**src/rtl/core/bda_pkg.sv**
```systemverilog
// Shared types and constants for the binary to decimal ASCII converter.
package bda_pkg;

    localparam int unsigned DIGIT_BITS = 4;
    localparam int unsigned CHAR_BITS  = 6;

    localparam logic [DIGIT_BITS-1:0] BCD_ADJ_LIMIT = 4'd5;
    localparam logic [DIGIT_BITS-1:0] BCD_ADJ       = 4'd3;
    localparam logic [CHAR_BITS-1:0]  ASCII_ZERO    = 6'd48;
    localparam logic [CHAR_BITS-1:0]  ASCII_NINE    = 6'd57;

    typedef enum logic [1:0] {
        ST_IDLE,
        ST_CONV,
        ST_EMIT
    } state_t;

endpackage

```
**src/rtl/core/binary_to_decimal_ascii_top.sv**
```systemverilog
// Binary to decimal ASCII converter: double dabble then digit-serial emission.
//
// Request channel: drive value and pulse start while busy is low; the request
// is taken at that clock edge and busy rises in the next cycle.
// Result channel: each decimal digit appears on digit_char as an ASCII code
// for exactly one cycle with strobe high, most significant digit first.
// Leading zeros are dropped; a zero value yields the single character '0'.
// last_digit is high with the least significant digit.
// Timing: the double dabble loop takes one input bit per cycle, then the BCD
// shift register offers one digit per cycle, NDIG = floor(VALUE_BITS *
// log10(2)) + 1 digits in all, suppressed ones included. busy stays high
// through conversion and emission, so a new request is not taken until the
// emission of the previous one is done. The final strobe is shown in the
// first cycle with busy low, so a new request may be taken in that same
// cycle.
// Reset returns the controller to idle and drops strobe; nothing else is
// kept between requests. The receiver has no way to stall the results and
// must take each one in the cycle it is shown.
module binary_to_decimal_ascii_top #(
    parameter int unsigned VALUE_BITS = 32
) (
    input  logic                            clk,
    input  logic                            rst_n,
    input  logic                            start,
    output logic                            busy,
    input  logic [VALUE_BITS-1:0]           value,
    output logic                            strobe,
    output logic [bda_pkg::CHAR_BITS-1:0]   digit_char,
    output logic                            last_digit
);
    import bda_pkg::*;

    localparam int unsigned NDIG   = ((VALUE_BITS * 1233) >> 12) + 1;
    localparam int unsigned BCD_W  = NDIG * DIGIT_BITS;
    localparam int unsigned CNT_W  = $clog2(VALUE_BITS + 1);
    localparam int unsigned DCNT_W = $clog2(NDIG + 1);

    state_t                  state_reg, state_next;
    logic [VALUE_BITS-1:0]   bin_reg, bin_next;
    logic [BCD_W-1:0]        bcd_reg, bcd_next;
    logic [BCD_W-1:0]        bcd_adj;
    logic [CNT_W-1:0]        cnt_reg, cnt_next;
    logic [DCNT_W-1:0]       dcnt_reg, dcnt_next;
    logic                    started_reg, started_next;
    logic                    strobe_reg, strobe_next;
    logic [CHAR_BITS-1:0]    char_reg, char_next;
    logic                    last_reg, last_next;

    logic [DIGIT_BITS-1:0]   top_digit;
    logic                    is_last;
    logic                    show;

    assign top_digit = bcd_reg[BCD_W-1 -: DIGIT_BITS];
    assign is_last   = (dcnt_reg == DCNT_W'(1));
    assign show      = (top_digit != '0) || started_reg || is_last;
    assign busy      = (state_reg != ST_IDLE);

    // Add three to every digit of five or more before the next shift.
    always_comb
    begin
        for (int i = 0; i < NDIG; i++)
        begin
            if (bcd_reg[i*DIGIT_BITS +: DIGIT_BITS] >= BCD_ADJ_LIMIT)
                bcd_adj[i*DIGIT_BITS +: DIGIT_BITS] =
                    bcd_reg[i*DIGIT_BITS +: DIGIT_BITS] + BCD_ADJ;
            else
                bcd_adj[i*DIGIT_BITS +: DIGIT_BITS] =
                    bcd_reg[i*DIGIT_BITS +: DIGIT_BITS];
        end
    end

    // Next state.
    always_comb
    begin
        state_next = state_reg;
        unique case (state_reg)
            ST_IDLE:
            begin
                if (start)
                    state_next = ST_CONV;
            end
            ST_CONV:
            begin
                if (cnt_reg == CNT_W'(1))
                    state_next = ST_EMIT;
            end
            ST_EMIT:
            begin
                if (is_last)
                    state_next = ST_IDLE;
            end
            default:
                state_next = ST_IDLE;
        endcase
    end

    // Datapath and result outputs.
    always_comb
    begin
        bin_next     = bin_reg;
        bcd_next     = bcd_reg;
        cnt_next     = cnt_reg;
        dcnt_next    = dcnt_reg;
        started_next = started_reg;
        strobe_next  = 1'b0;
        char_next    = char_reg;
        last_next    = last_reg;
        unique case (state_reg)
            ST_IDLE:
            begin
                if (start)
                begin
                    bin_next = value;
                    bcd_next = '0;
                    cnt_next = CNT_W'(VALUE_BITS);
                end
            end
            ST_CONV:
            begin
                bcd_next     = {bcd_adj[BCD_W-2:0], bin_reg[VALUE_BITS-1]};
                bin_next     = bin_reg << 1;
                cnt_next     = cnt_reg - CNT_W'(1);
                dcnt_next    = DCNT_W'(NDIG);
                started_next = 1'b0;
            end
            ST_EMIT:
            begin
                strobe_next  = show;
                char_next    = ASCII_ZERO + {2'b00, top_digit};
                last_next    = is_last;
                started_next = show;
                bcd_next     = bcd_reg << DIGIT_BITS;
                dcnt_next    = dcnt_reg - DCNT_W'(1);
            end
            default:
            begin
                strobe_next = 1'b0;
            end
        endcase
    end

    always_ff @(posedge clk or negedge rst_n)
    begin
        if (!rst_n)
        begin
            state_reg   <= ST_IDLE;
            strobe_reg  <= 1'b0;
            cnt_reg     <= '0;
            dcnt_reg    <= '0;
            started_reg <= 1'b0;
        end
        else
        begin
            state_reg   <= state_next;
            strobe_reg  <= strobe_next;
            cnt_reg     <= cnt_next;
            dcnt_reg    <= dcnt_next;
            started_reg <= started_next;
        end
    end

    always_ff @(posedge clk)
    begin
        bin_reg  <= bin_next;
        bcd_reg  <= bcd_next;
        char_reg <= char_next;
        last_reg <= last_next;
    end

    assign strobe     = strobe_reg;
    assign digit_char = char_reg;
    assign last_digit = last_reg;

`ifndef SYNTHESIS
    a_run_ends: assert property (@(posedge clk) disable iff (!rst_n)
        strobe && last_digit |=> !strobe)
        else $error("strobe continued after the final digit");

    a_char_range: assert property (@(posedge clk) disable iff (!rst_n)
        strobe |-> (digit_char >= ASCII_ZERO) && (digit_char <= ASCII_NINE))
        else $error("digit_char outside '0'..'9'");

    a_take_request: assert property (@(posedge clk) disable iff (!rst_n)
        start && !busy |=> busy && !strobe)
        else $error("request not taken");

    a_emit_busy: assert property (@(posedge clk) disable iff (!rst_n)
        strobe && !last_digit |-> busy)
        else $error("non-final digit shown while idle");
`endif

endmodule

```
**config.mk**
```make
export PLATFORM = sky130hd
export DESIGN_NAME = binary_to_decimal_ascii_top
export DESIGN_NICKNAME = d
export VERILOG_FILES = /design/src/rtl/core/bda_pkg.sv /design/src/rtl/core/binary_to_decimal_ascii_top.sv
export SDC_FILE = /design/constraint.sdc
export NUM_CORES = 1
export LEC_CHECK = 0
export BUFFER_PORTS_ARGS = -buffer_cell sky130_fd_sc_hd__buf_2
export CORE_ASPECT_RATIO = 2
export CORE_MARGIN = 2
export CORE_UTILIZATION = 40
export DETAILED_ROUTE_END_ITERATION = 10
export PLACE_DENSITY = 0.7
export SETUP_SLACK_MARGIN = 0.5
export SYNTH_ARGS = -nofsm -noshare
export SYNTH_HDL_FRONTEND = slang
export SYNTH_SLANG_ARGS = --single-unit
```
**constraint.sdc**
```tcl
create_clock -name clk -period 3.15 [get_ports clk]
set_input_delay 0.315 -clock clk [delete_from_list [all_inputs] [get_ports clk]]
set_output_delay 0.315 -clock clk [all_outputs]
set_load 0.03 [all_outputs]
```
==> impl_metrics.yaml, run 1 <==
outcome:
  outcome: "finished clean"
logic_synthesis:
  synth.cell_area_um2: 4790
  synth_top_area_share_pct: 48.3
  synthTopCellsByCount: "77 x edfxtp_1, 41 x nand2_1, 41 x o21ai_0, 38 x mux2_2, 31 x inv_1"
  ys.flop_type: "edfxtp_1"
  yosysWarnings: 0
  yosysTopAreaCell: "edfxtp_1"
  syn_area_per_cell_um2: 11.9
  synthArstFlopShare_pct: 15.4
  yosysMostFrequentCell: "edfxtp_1"
  ys_seq_area_share_pct: 55.6
  synth-edff-count: 77
  ys_ff_latch: 91
  ys_types: 36
  synth_cells: 404
  yosys-top-cells-area: "edfxtp_1 48%, mux2_2 8.9%, ha_1 7.6%, dfrtp_1 7.3%, o21ai_0 4.3%"
run:
  cap_violations: 0
power_and_ir_drop:
  power_density_nw_per_um2: 1030
  internal-power_mw: 3.70
  peakVddDrop_v: 0.000647
  p_switching_mw: 1.93
  p_sw_share_pct: 34.3
  total_power_mw: 5.64
  leakage_nw: 2.13
  pwr-share-seq_pct: 43.1
  clkPwrFrac_pct: 20.0
  pwr-share-comb_pct: 36.9
critical_path:
  path_max_fanout: 26
  required_ps: 3310
  critical_path.cell_chain: "inv_1 > ha_1 > nand2_1 > buf_4 > o31ai_1"
  cp_slowest_stage_delay_ps: 480
  critical_path_cell_count: 5
  cp_num_buf_inv: 2
  ff2ff_path_depth: 5
  start_kind: "flip-flop"
  cp-endpoint: "bcd_reg[12]$_DFFE_PP_"
  critical_path.slowest_cell: "ha_1"
  critPathKind: "flip-flop to flip-flop"
  r2r_setup_slack_ps: 1160
  startpoint: "state_reg[1]$_DFFE_PN0P_"
  cp.arrival_ps: 2150
  reg2reg_from: "state_reg[1]$_DFFE_PN0P_"
  cp_top_family: "adder cells"
  crit_path_end_kind: "flip-flop"
  r2r-end: "bcd_reg[12]$_DFFE_PP_"
timing:
  whs_ps: 278
  period_needed_ps: 1990
  slew_headroom_pct: 64.5
  hold_viol_final: 0
  fin_skew_ps: 7.33
  tightestPinTransition_ps: 532
  tns_ps: 0
  min_period_over_period_pct: 63.1
  fmax_ghz: 0.503
  finalSetupViolCount: 0
  rsz0062_at_grt: "no"
  maxSlewViolCount: 0
hold_path:
  min_path_cells: 2
  hp-class: "primary input to flip-flop"
grt:
  grt_pass1_wl_um: 14200
  grt_overflow: 0
  grt_usage_pct: 14.0
  grt_pass1_vias: 3178
  grt_start_max_net_pins: 41
  antenna_found_initial: 0
placed_design:
  port_buffers: 41
  hpwl_um: 6000
  place_congestion: 0.775
floorplan:
  die_w_um: 81.4
  initial_core_util_pct: 40.9
  die_h_um: 159
  coreArea_um2: 11700
  io_pins: 44
  die-area_um2: 12900
  rows: 56
drt:
  drtIter0Drc: 190
  wl_per_cell_um: 13.9
  firstDrtPassIters: 4
  vias: 3075
  drc: 0
  ant_nets: 0
  wl_um: 8290
  routed_via_density: 5.14
clock_tree:
  clk_latency_ps: 340
  postCtsHoldBufs: 1
  clockRootBuffer: "clkbuf_16"
  post_cts_resized: 0
  cts.sinks: 91
  cts_setup_buffers: 0
  cts_max_level: 3
  clkTransAtPathRegs_ps: 70
  clock_path_buffers: 2
  cts_tree: "done"
  cts_buffers: 9
finish:
  antenna_cells: 0
  nets: 512
  final-seq-area_um2: 2660
  largest_register_ff_count: 40
  multiInputGateArea_um2: 1950
  syn_to_final_growth_pct: 14.2
  fillCellCount: 1040
  drive_above_1_share_pct: 22.7
worst register-to-register path: stages (launching register included):
cell	delay [ps]
dfrtp_1	400
inv_1	80
ha_1	480
nand2_1	290
buf_4	300
o31ai_1	270
through the flow:
step	util, %	cells	cell area [um2]	setup WS [ps]
3_3_place_gp	44.0	581	5150	1260
5_1_grt	46.7	598	5470	983
3_5_place_dp	44.0	581	5150	1130
6_report	46.7	598	5470	1160
4_1_cts	46.7	598	5470	1140
2_1_floorplan	-	405	4800	880
how the worst min path moves through the flow:
stage	start	endpoint	slack [ps]
floorplan	rst_n	cnt_reg[0]$_DFFE_PN0P_	20
global placement	rst_n	dcnt_reg[1]$_DFFE_PN0P_	230
detailed placement	rst_n	strobe$_DFF_PN0_	230
CTS	value[9]	bin_reg[9]$_DFFE_PP_	270
global route	value[14]	bin_reg[14]$_DFFE_PP_	280
finish	value[14]	bin_reg[14]$_DFFE_PP_	280
kinds of logic (layout without fill, tap and decap cells):
family	after synthesis	in the layout	synth area share [%]
compound gates	83	83	9.77
xor+xnor	22	22	4.02
fa+ha+maj	29	29	7.58
buf+inv	46	94	4.00
flops	91	91	55.6
mux	42	42	9.77
other cells	1	2	0.0783
simple gates	90	90	9.20
power by group through the flow:
stage               Combinational (mW)  Sequential [mW]  Clock [mW]
CTS                               2.12             2.44        1.15
global placement                  2.01             2.44           0
floorplan                         1.69             2.34           0
global route                      2.36             2.52        1.19
finish                            2.08             2.43        1.13
detailed placement                2.10             2.46           0
layout by cell type, fill, tap and decap left out, types with 9 or more instances in the layout:
cell / n
nand2b_1: 11
clkbuf_16: 9
xnor2_1: 13
nand2_1: 41
mux2_2: 38
a21oi_1: 24
xor2_1: 9
edfxtp_1: 77
o21ai_0: 41
nor3b_1: 10
inv_1: 31
nor2_1: 14
dfrtp_1: 14
buf_2: 41
ha_1: 29
layout make-up:
cell class	count	share of cell area (%)
well taps	145	3.32
inverters	31	2.13
clock buffers	11	4.25
flip-flops and latches	91	48.7
repair buffers	47	4.62
multi-input cells	268	35.6
clock inverters	5	1.42
metal layers:
| layer | vias up | part of all wire [%] | GRT usage, % |
|---|---|---|---|
| met5 | - | 0 | 0 |
| met4 | 0 | 2.1 | 6.63 |
| met3 | 10 | 1.8 | 2.10 |
| met2 | 38 | 57 | 25.0 |
| met1 | 1511 | 39 | 15.6 |
| li1 | 1516 | - | - |
Power figures use the tool's default switching activity.
==> run 2: changes to the inputs <==
--- a/config.mk
+++ b/config.mk
@@ -10,7 +10,7 @@
 export CORE_MARGIN = 2
 export CORE_UTILIZATION = 40
 export DETAILED_ROUTE_END_ITERATION = 10
-export PLACE_DENSITY = 0.7
+export PLACE_DENSITY = 0.67
 export SETUP_SLACK_MARGIN = 0.5
 export SYNTH_ARGS = -nofsm -noshare
 export SYNTH_HDL_FRONTEND = slang
==> constraint.sdc (replaced) <==
create_clock -name clk -period 1.9 [get_ports clk]
set_input_delay 0.19 -clock clk [delete_from_list [all_inputs] [get_ports clk]]
set_output_delay 0.19 -clock clk [all_outputs]
set_load 0.03 [all_outputs]
==> run 2 against run 1 <==
Die area did not move. Highest routed layer unchanged. Combinational power rose to 3.6 times the previous value. Flip-flop and latch count did not move. Sequential power rose by 74%. First-iteration DRC count rose by 4.2%. Utilization rose by 16 points.
==> impl_metrics.yaml, run 2 (same netlist as run 1, synthesis figures left out) <==
power_and_ir_drop:
  peakVddDrop_v: 0.00105
  pwr-share-comb_pct: 55.3
  power_density_nw_per_um2: 1830
  clkPwrFrac_pct: 13.2
  p_switching_mw: 5.04
  pwr-share-seq_pct: 31.4
  p_sw_share_pct: 37.3
  total_power_mw: 13.5
  internal-power_mw: 8.46
  leakage_nw: 3.07
finish:
  final_common_cell: "edfxtp_1"
  multiInputGateArea_um2: 2680
  final_cell_mix: "77 x edfxtp_1, 52 x buf_4, 40 x buf_2"
  nets: 599
  fillCellCount: 785
  finalInstanceArea_um2: 7360
  syn_to_final_growth_pct: 53.6
  final-seq-area_um2: 2660
  drive_above_1_share_pct: 59.1
  antenna_cells: 0
  largest_register_ff_count: 40
  finalNonFillerCells: 685
  finish.utilization_pct: 62.9
drt:
  routed_via_density: 5.39
  drtIter0Drc: 198
  vias: 3695
  wl_per_cell_um: 19.3
  firstDrtPassIters: 4
  wl_um: 13200
  drc: 0
  ant_nets: 0
grt:
  grt_pass1_vias: 3857
  antenna_found_initial: 0
  grt_usage_pct: 19.9
  grt_overflow: 0
  grt_start_max_net_pins: 35
  grt_pass1_wl_um: 19300
floorplan:
  die-area_um2: 12900
  io_pins: 44
  coreArea_um2: 11700
  initial_core_util_pct: 40.9
  die_h_um: 159
  rows: 56
  die_w_um: 81.4
critical_path:
  cp_top_family: "buffers and inverters"
  ff2ff_path_depth: 7
  critical_path.slowest_cell: "dfrtp_1"
  startpoint: "state_reg[1]$_DFFE_PN0P_"
  crit_path_end_kind: "flip-flop"
  cp.arrival_ps: 1760
  cp_num_buf_inv: 3
  path_max_fanout: 7
  r2r_setup_slack_ps: 250
  start_kind: "flip-flop"
  cp-endpoint: "bcd_reg[21]$_DFFE_PP_"
  reg2reg_from: "state_reg[1]$_DFFE_PN0P_"
  cp_slowest_stage_delay_ps: 400
  critical_path_cell_count: 7
  critical_path.cell_chain: "buf_4 > ha_1 > and2_4 > buf_6 > buf_16 > nand2_2 > o21ai_2"
  critPathKind: "flip-flop to flip-flop"
  r2r-end: "bcd_reg[21]$_DFFE_PP_"
  required_ps: 2010
placed_design:
  port_buffers: 41
  hpwl_um: 6270
  dp_cells: 583
  dp_slack_ps: 87.4
  place_congestion: 0.744
  post_dp_cell_area_um2: 5330
clock_tree:
  clock_path_buffers: 2
  clockRootBuffer: "clkbuf_16"
  clk_latency_ps: 350
  cts.sinks: 91
  clkTransAtPathRegs_ps: 70
  cts_tree: "done"
  cts_buffers: 9
  cts_max_level: 3
timing:
  period_needed_ps: 1650
  setup_slack_ps: 246
  maxSlewViolCount: 0
  tns_ps: 0
  whs_ps: 138
  rsz0062_at_grt: "yes"
  fmax_ghz: 0.604
  min_period_over_period_pct: 87.1
  finalSetupViolCount: 0
  fin_skew_ps: 11.6
  hold_viol_final: 0
hold_path:
  hp-start: "value[16]"
  hp-class: "primary input to flip-flop"
outcome:
  outcome: "finished clean"
run:
  cap_violations: 0
[run 2: cell count changes in the layout (fill, tap and decap cells not counted), moves of 15 or more]
cell / previous run / this run
nand2_1: 41 / 14
inv_1: 31 / 8
nand2_4: 0 / 15
inv_2: 0 / 21
buf_4: 5 / 52
ha_1: 29 / 6
o21ai_0: 41 / 13
[run 2: how the worst min path moves through the flow]
| stage | endpoint | slack, ps | cells past startpoint |
|---|---|---|---|
| 2_1_floorplan | cnt_reg[0]$_DFFE_PN0P_ | -110 | 0 |
| 3_3_place_gp | cnt_reg[3]$_DFFE_PN0P_ | 100 | 1 |
| 3_5_place_dp | cnt_reg[3]$_DFFE_PN0P_ | 100 | 1 |
| 4_1_cts | bin_reg[24]$_DFFE_PP_ | 130 | 2 |
| 5_1_grt | bin_reg[22]$_DFFE_PP_ | 140 | 2 |
| 6_report | bin_reg[16]$_DFFE_PP_ | 140 | 2 |
[run 2: what timing repair did]
action,4_1_cts,5_1_grt
pin swaps,28,21
endpoints found under the hold margin,14,0
endpoints found under the setup margin,154,155
gates resized for setup,129,77
gates cloned,12,4
hold buffers,1,0
setup buffers,46,23
[run 2: final cells by class]
class / instances / share of cell area [%]
repair buffers: 134 / 19.3
clock buffers: 11 / 3.45
clock inverters: 5 / 0.561
flip-flops and latches: 91 / 36.2
well taps: 145 / 2.47
multi-input cells: 268 / 36.4
inverters: 31 / 1.67
[run 2: power groups by stage]
stage	Combinational, mW	Sequential (mW)	Clock, mW
6_report	7.47	4.24	1.79
3_3_place_gp	3.79	4.08	0
4_1_cts	6.03	4.15	1.81
5_1_grt	7.96	4.34	1.89
3_5_place_dp	3.96	4.11	0
2_1_floorplan	3.08	3.89	0
[run 2: metal layers]
layer / vias to the layer above / routed length [um] / track usage [%]
li1: 1707 / - / -
met2: 122 / 7690 / 36.0
met3: 40 / 539 / 4.09
met5: - / 0 / 0
met4: 0 / 666 / 11.2
met1: 1826 / 4350 / 20.1
==> run 3: changes to the inputs <==
--- a/config.mk
+++ b/config.mk
@@ -5,12 +5,13 @@
 export SDC_FILE = /design/constraint.sdc
 export NUM_CORES = 1
 export LEC_CHECK = 0
-export BUFFER_PORTS_ARGS = -buffer_cell sky130_fd_sc_hd__buf_2
 export CORE_ASPECT_RATIO = 2
 export CORE_MARGIN = 2
 export CORE_UTILIZATION = 40
+export CTS_CLUSTER_SIZE = 20
 export DETAILED_ROUTE_END_ITERATION = 10
-export PLACE_DENSITY = 0.67
+export DONT_BUFFER_PORTS = 1
+export PLACE_DENSITY = 0.64
 export SETUP_SLACK_MARGIN = 0.5
 export SYNTH_ARGS = -nofsm -noshare
 export SYNTH_HDL_FRONTEND = slang
==> run 3 against run 2 <==
Total power increased by 6.5%. Wire length grew 1.0%. First-iteration DRC count grew 18%. Cell area grew 0.49%. Sequential share of layout area is 0.16 points lower. Largest cell class unchanged. Highest routed layer unchanged.
==> impl_metrics.yaml, run 3 (same netlist as run 1, synthesis figures left out) <==
grt:
  grt_usage_pct: 17.6
  grt_pass1_vias: 3517
  grt_overflow: 0
  grt_pass1_wl_um: 17300
  grt_start_max_net_pins: 39
  antenna_found_initial: 0
finish:
  finalInstanceArea_um2: 7390
  nets: 563
  finish.utilization_pct: 63.2
  fillCellCount: 750
  final_cell_mix: "77 x edfxtp_1, 48 x buf_4, 37 x mux2_4"
  drive_above_1_share_pct: 56.9
  final_common_cell: "edfxtp_1"
  antenna_cells: 0
  largest_register_ff_count: 40
  syn_to_final_growth_pct: 54.4
clock_tree:
  clk_latency_ps: 350
  cts_tree: "done"
  clockRootBuffer: "clkbuf_16"
  cts_max_level: 3
  cts_buffers: 9
  cts.sinks: 91
  clock_path_buffers: 2
  clkTransAtPathRegs_ps: 60
floorplan:
  die-area_um2: 12900
  io_pins: 44
  die_h_um: 159
  initial_core_util_pct: 40.9
  coreArea_um2: 11700
  die_w_um: 81.4
  rows: 56
drt:
  firstDrtPassIters: 4
  wl_per_cell_um: 20.6
  ant_nets: 0
  vias: 3552
  routed_via_density: 5.47
  drc: 0
  wl_um: 13400
  drtIter0Drc: 234
timing:
  slew_headroom_pct: 52.4
  period_needed_ps: 1730
  fmax_ghz: 0.576
  fin_skew_ps: 10.1
  tns_ps: 0
  rsz0062_at_grt: "yes"
  hold_viol_final: 0
  tightestPinTransition_ps: 711
  min_period_over_period_pct: 91.3
  whs_ps: 30.1
  maxSlewViolCount: 0
  finalSetupViolCount: 0
critical_path:
  critPathKind: "flip-flop to flip-flop"
  required_ps: 2160
  critical_path.cell_chain: "inv_2 > ha_4 > buf_4 > nor2b_4 > buf_4 > a21oi_4 > a21boi_4 > mux2i_1"
  start_kind: "flip-flop"
  critical_path.slowest_cell: "dfrtp_2"
  cp_top_family: "flip-flops"
  cp_common_cell: "buf_4"
  cp_num_buf_inv: 3
  cp_slowest_stage_delay_ps: 430
  crit_path_end_kind: "flip-flop"
  cp.arrival_ps: 2000
  path_max_fanout: 3
run:
  cap_violations: 0
placed_design:
  port_buffers: 0
  hpwl_um: 6030
  post_dp_cell_area_um2: 5120
  place_congestion: 0.764
power_and_ir_drop:
  peakVddDrop_v: 0.00128
  total_power_mw: 14.4
  leakage_nw: 3.09
  power_density_nw_per_um2: 1940
outcome:
  outcome: "finished clean"
hold_path:
  hp-class: "primary input to flip-flop"
run 3: worst paths after layout:
| path | startpoint | endpoint | slack, ps | cells past startpoint |
|---|---|---|---|---|
| worst min-delay path | start | cnt_reg[5]$_DFFE_PN0P_ | 30 | 2 |
| worst min register to register | bcd_reg[36]$_DFFE_PP_ | digit_char[0]$_DFFE_PN_ | 520 | 0 |
| worst max-delay path | state_reg[0]$_DFFE_PN0P_ | state_reg[0]$_DFFE_PN0P_ | 170 | 8 |
| max in group asynchronous | rst_n | state_reg[0]$_DFFE_PN0P_ | 1070 | 1 |
| min in group asynchronous | rst_n | cnt_reg[0]$_DFFE_PN0P_ | 330 | 1 |
| worst max register to register | state_reg[0]$_DFFE_PN0P_ | state_reg[0]$_DFFE_PN0P_ | 170 | 8 |
run 3: layer usage:
layer	up-vias	part of all wire (%)	GRT usage, %
li1	1631	-	-
met1	1776	34	18.3
met2	107	58	33.4
met3	38	3.5	2.78
met4	0	4.4	6.93
met5	-	0	0
run 3: what timing repair did:
item | CTS | global route
endpoints found under the hold margin | 14 | 0
pin swaps | 13 | 46
hold buffers | 1 | 0
gates cloned | 10 | 13
endpoints found under the setup margin | 153 | 155
gates resized for setup | 68 | 181
setup buffers | 42 | 26
run 3: worst reg2reg max path, cell delays in order (launching register included):
cell and delay [ps]:
dfrtp_2 430, inv_2 80, ha_4 170, buf_4 150, nor2b_4 130, buf_4 130, a21oi_4 140, a21boi_4 220
mux2i_1 200
run 3: final cells by class:
class / count / area (um2) / area share, %
Clock inverter: 3 / 23.8 / 0.321
Sequential cell: 91 / 2660 / 36.0
Multi-Input combinational cell: 268 / 2840 / 38.4
Timing Repair Buffer: 98 / 1250 / 17.0
Clock buffer: 13 / 304 / 4.11
Tap cell: 145 / 181 / 2.45
Inverter: 31 / 124 / 1.68
run 3: power breakdown:
part           leakage [nW]  total (mW)  switching, mW  internal, mW
Clock                 0.162        1.90          0.771          1.13
Sequential            0.973        4.27          0.825          3.45
Combinational          1.96        8.20           3.61          4.60
run 3: stage by stage:
stage                     std cells  setup slack (ps)
after global placement          541               138
after floorplan                 405             -49.0
after detailed placement        541               118
final                           649               165
after CTS                       610               211
after global routing            649               145
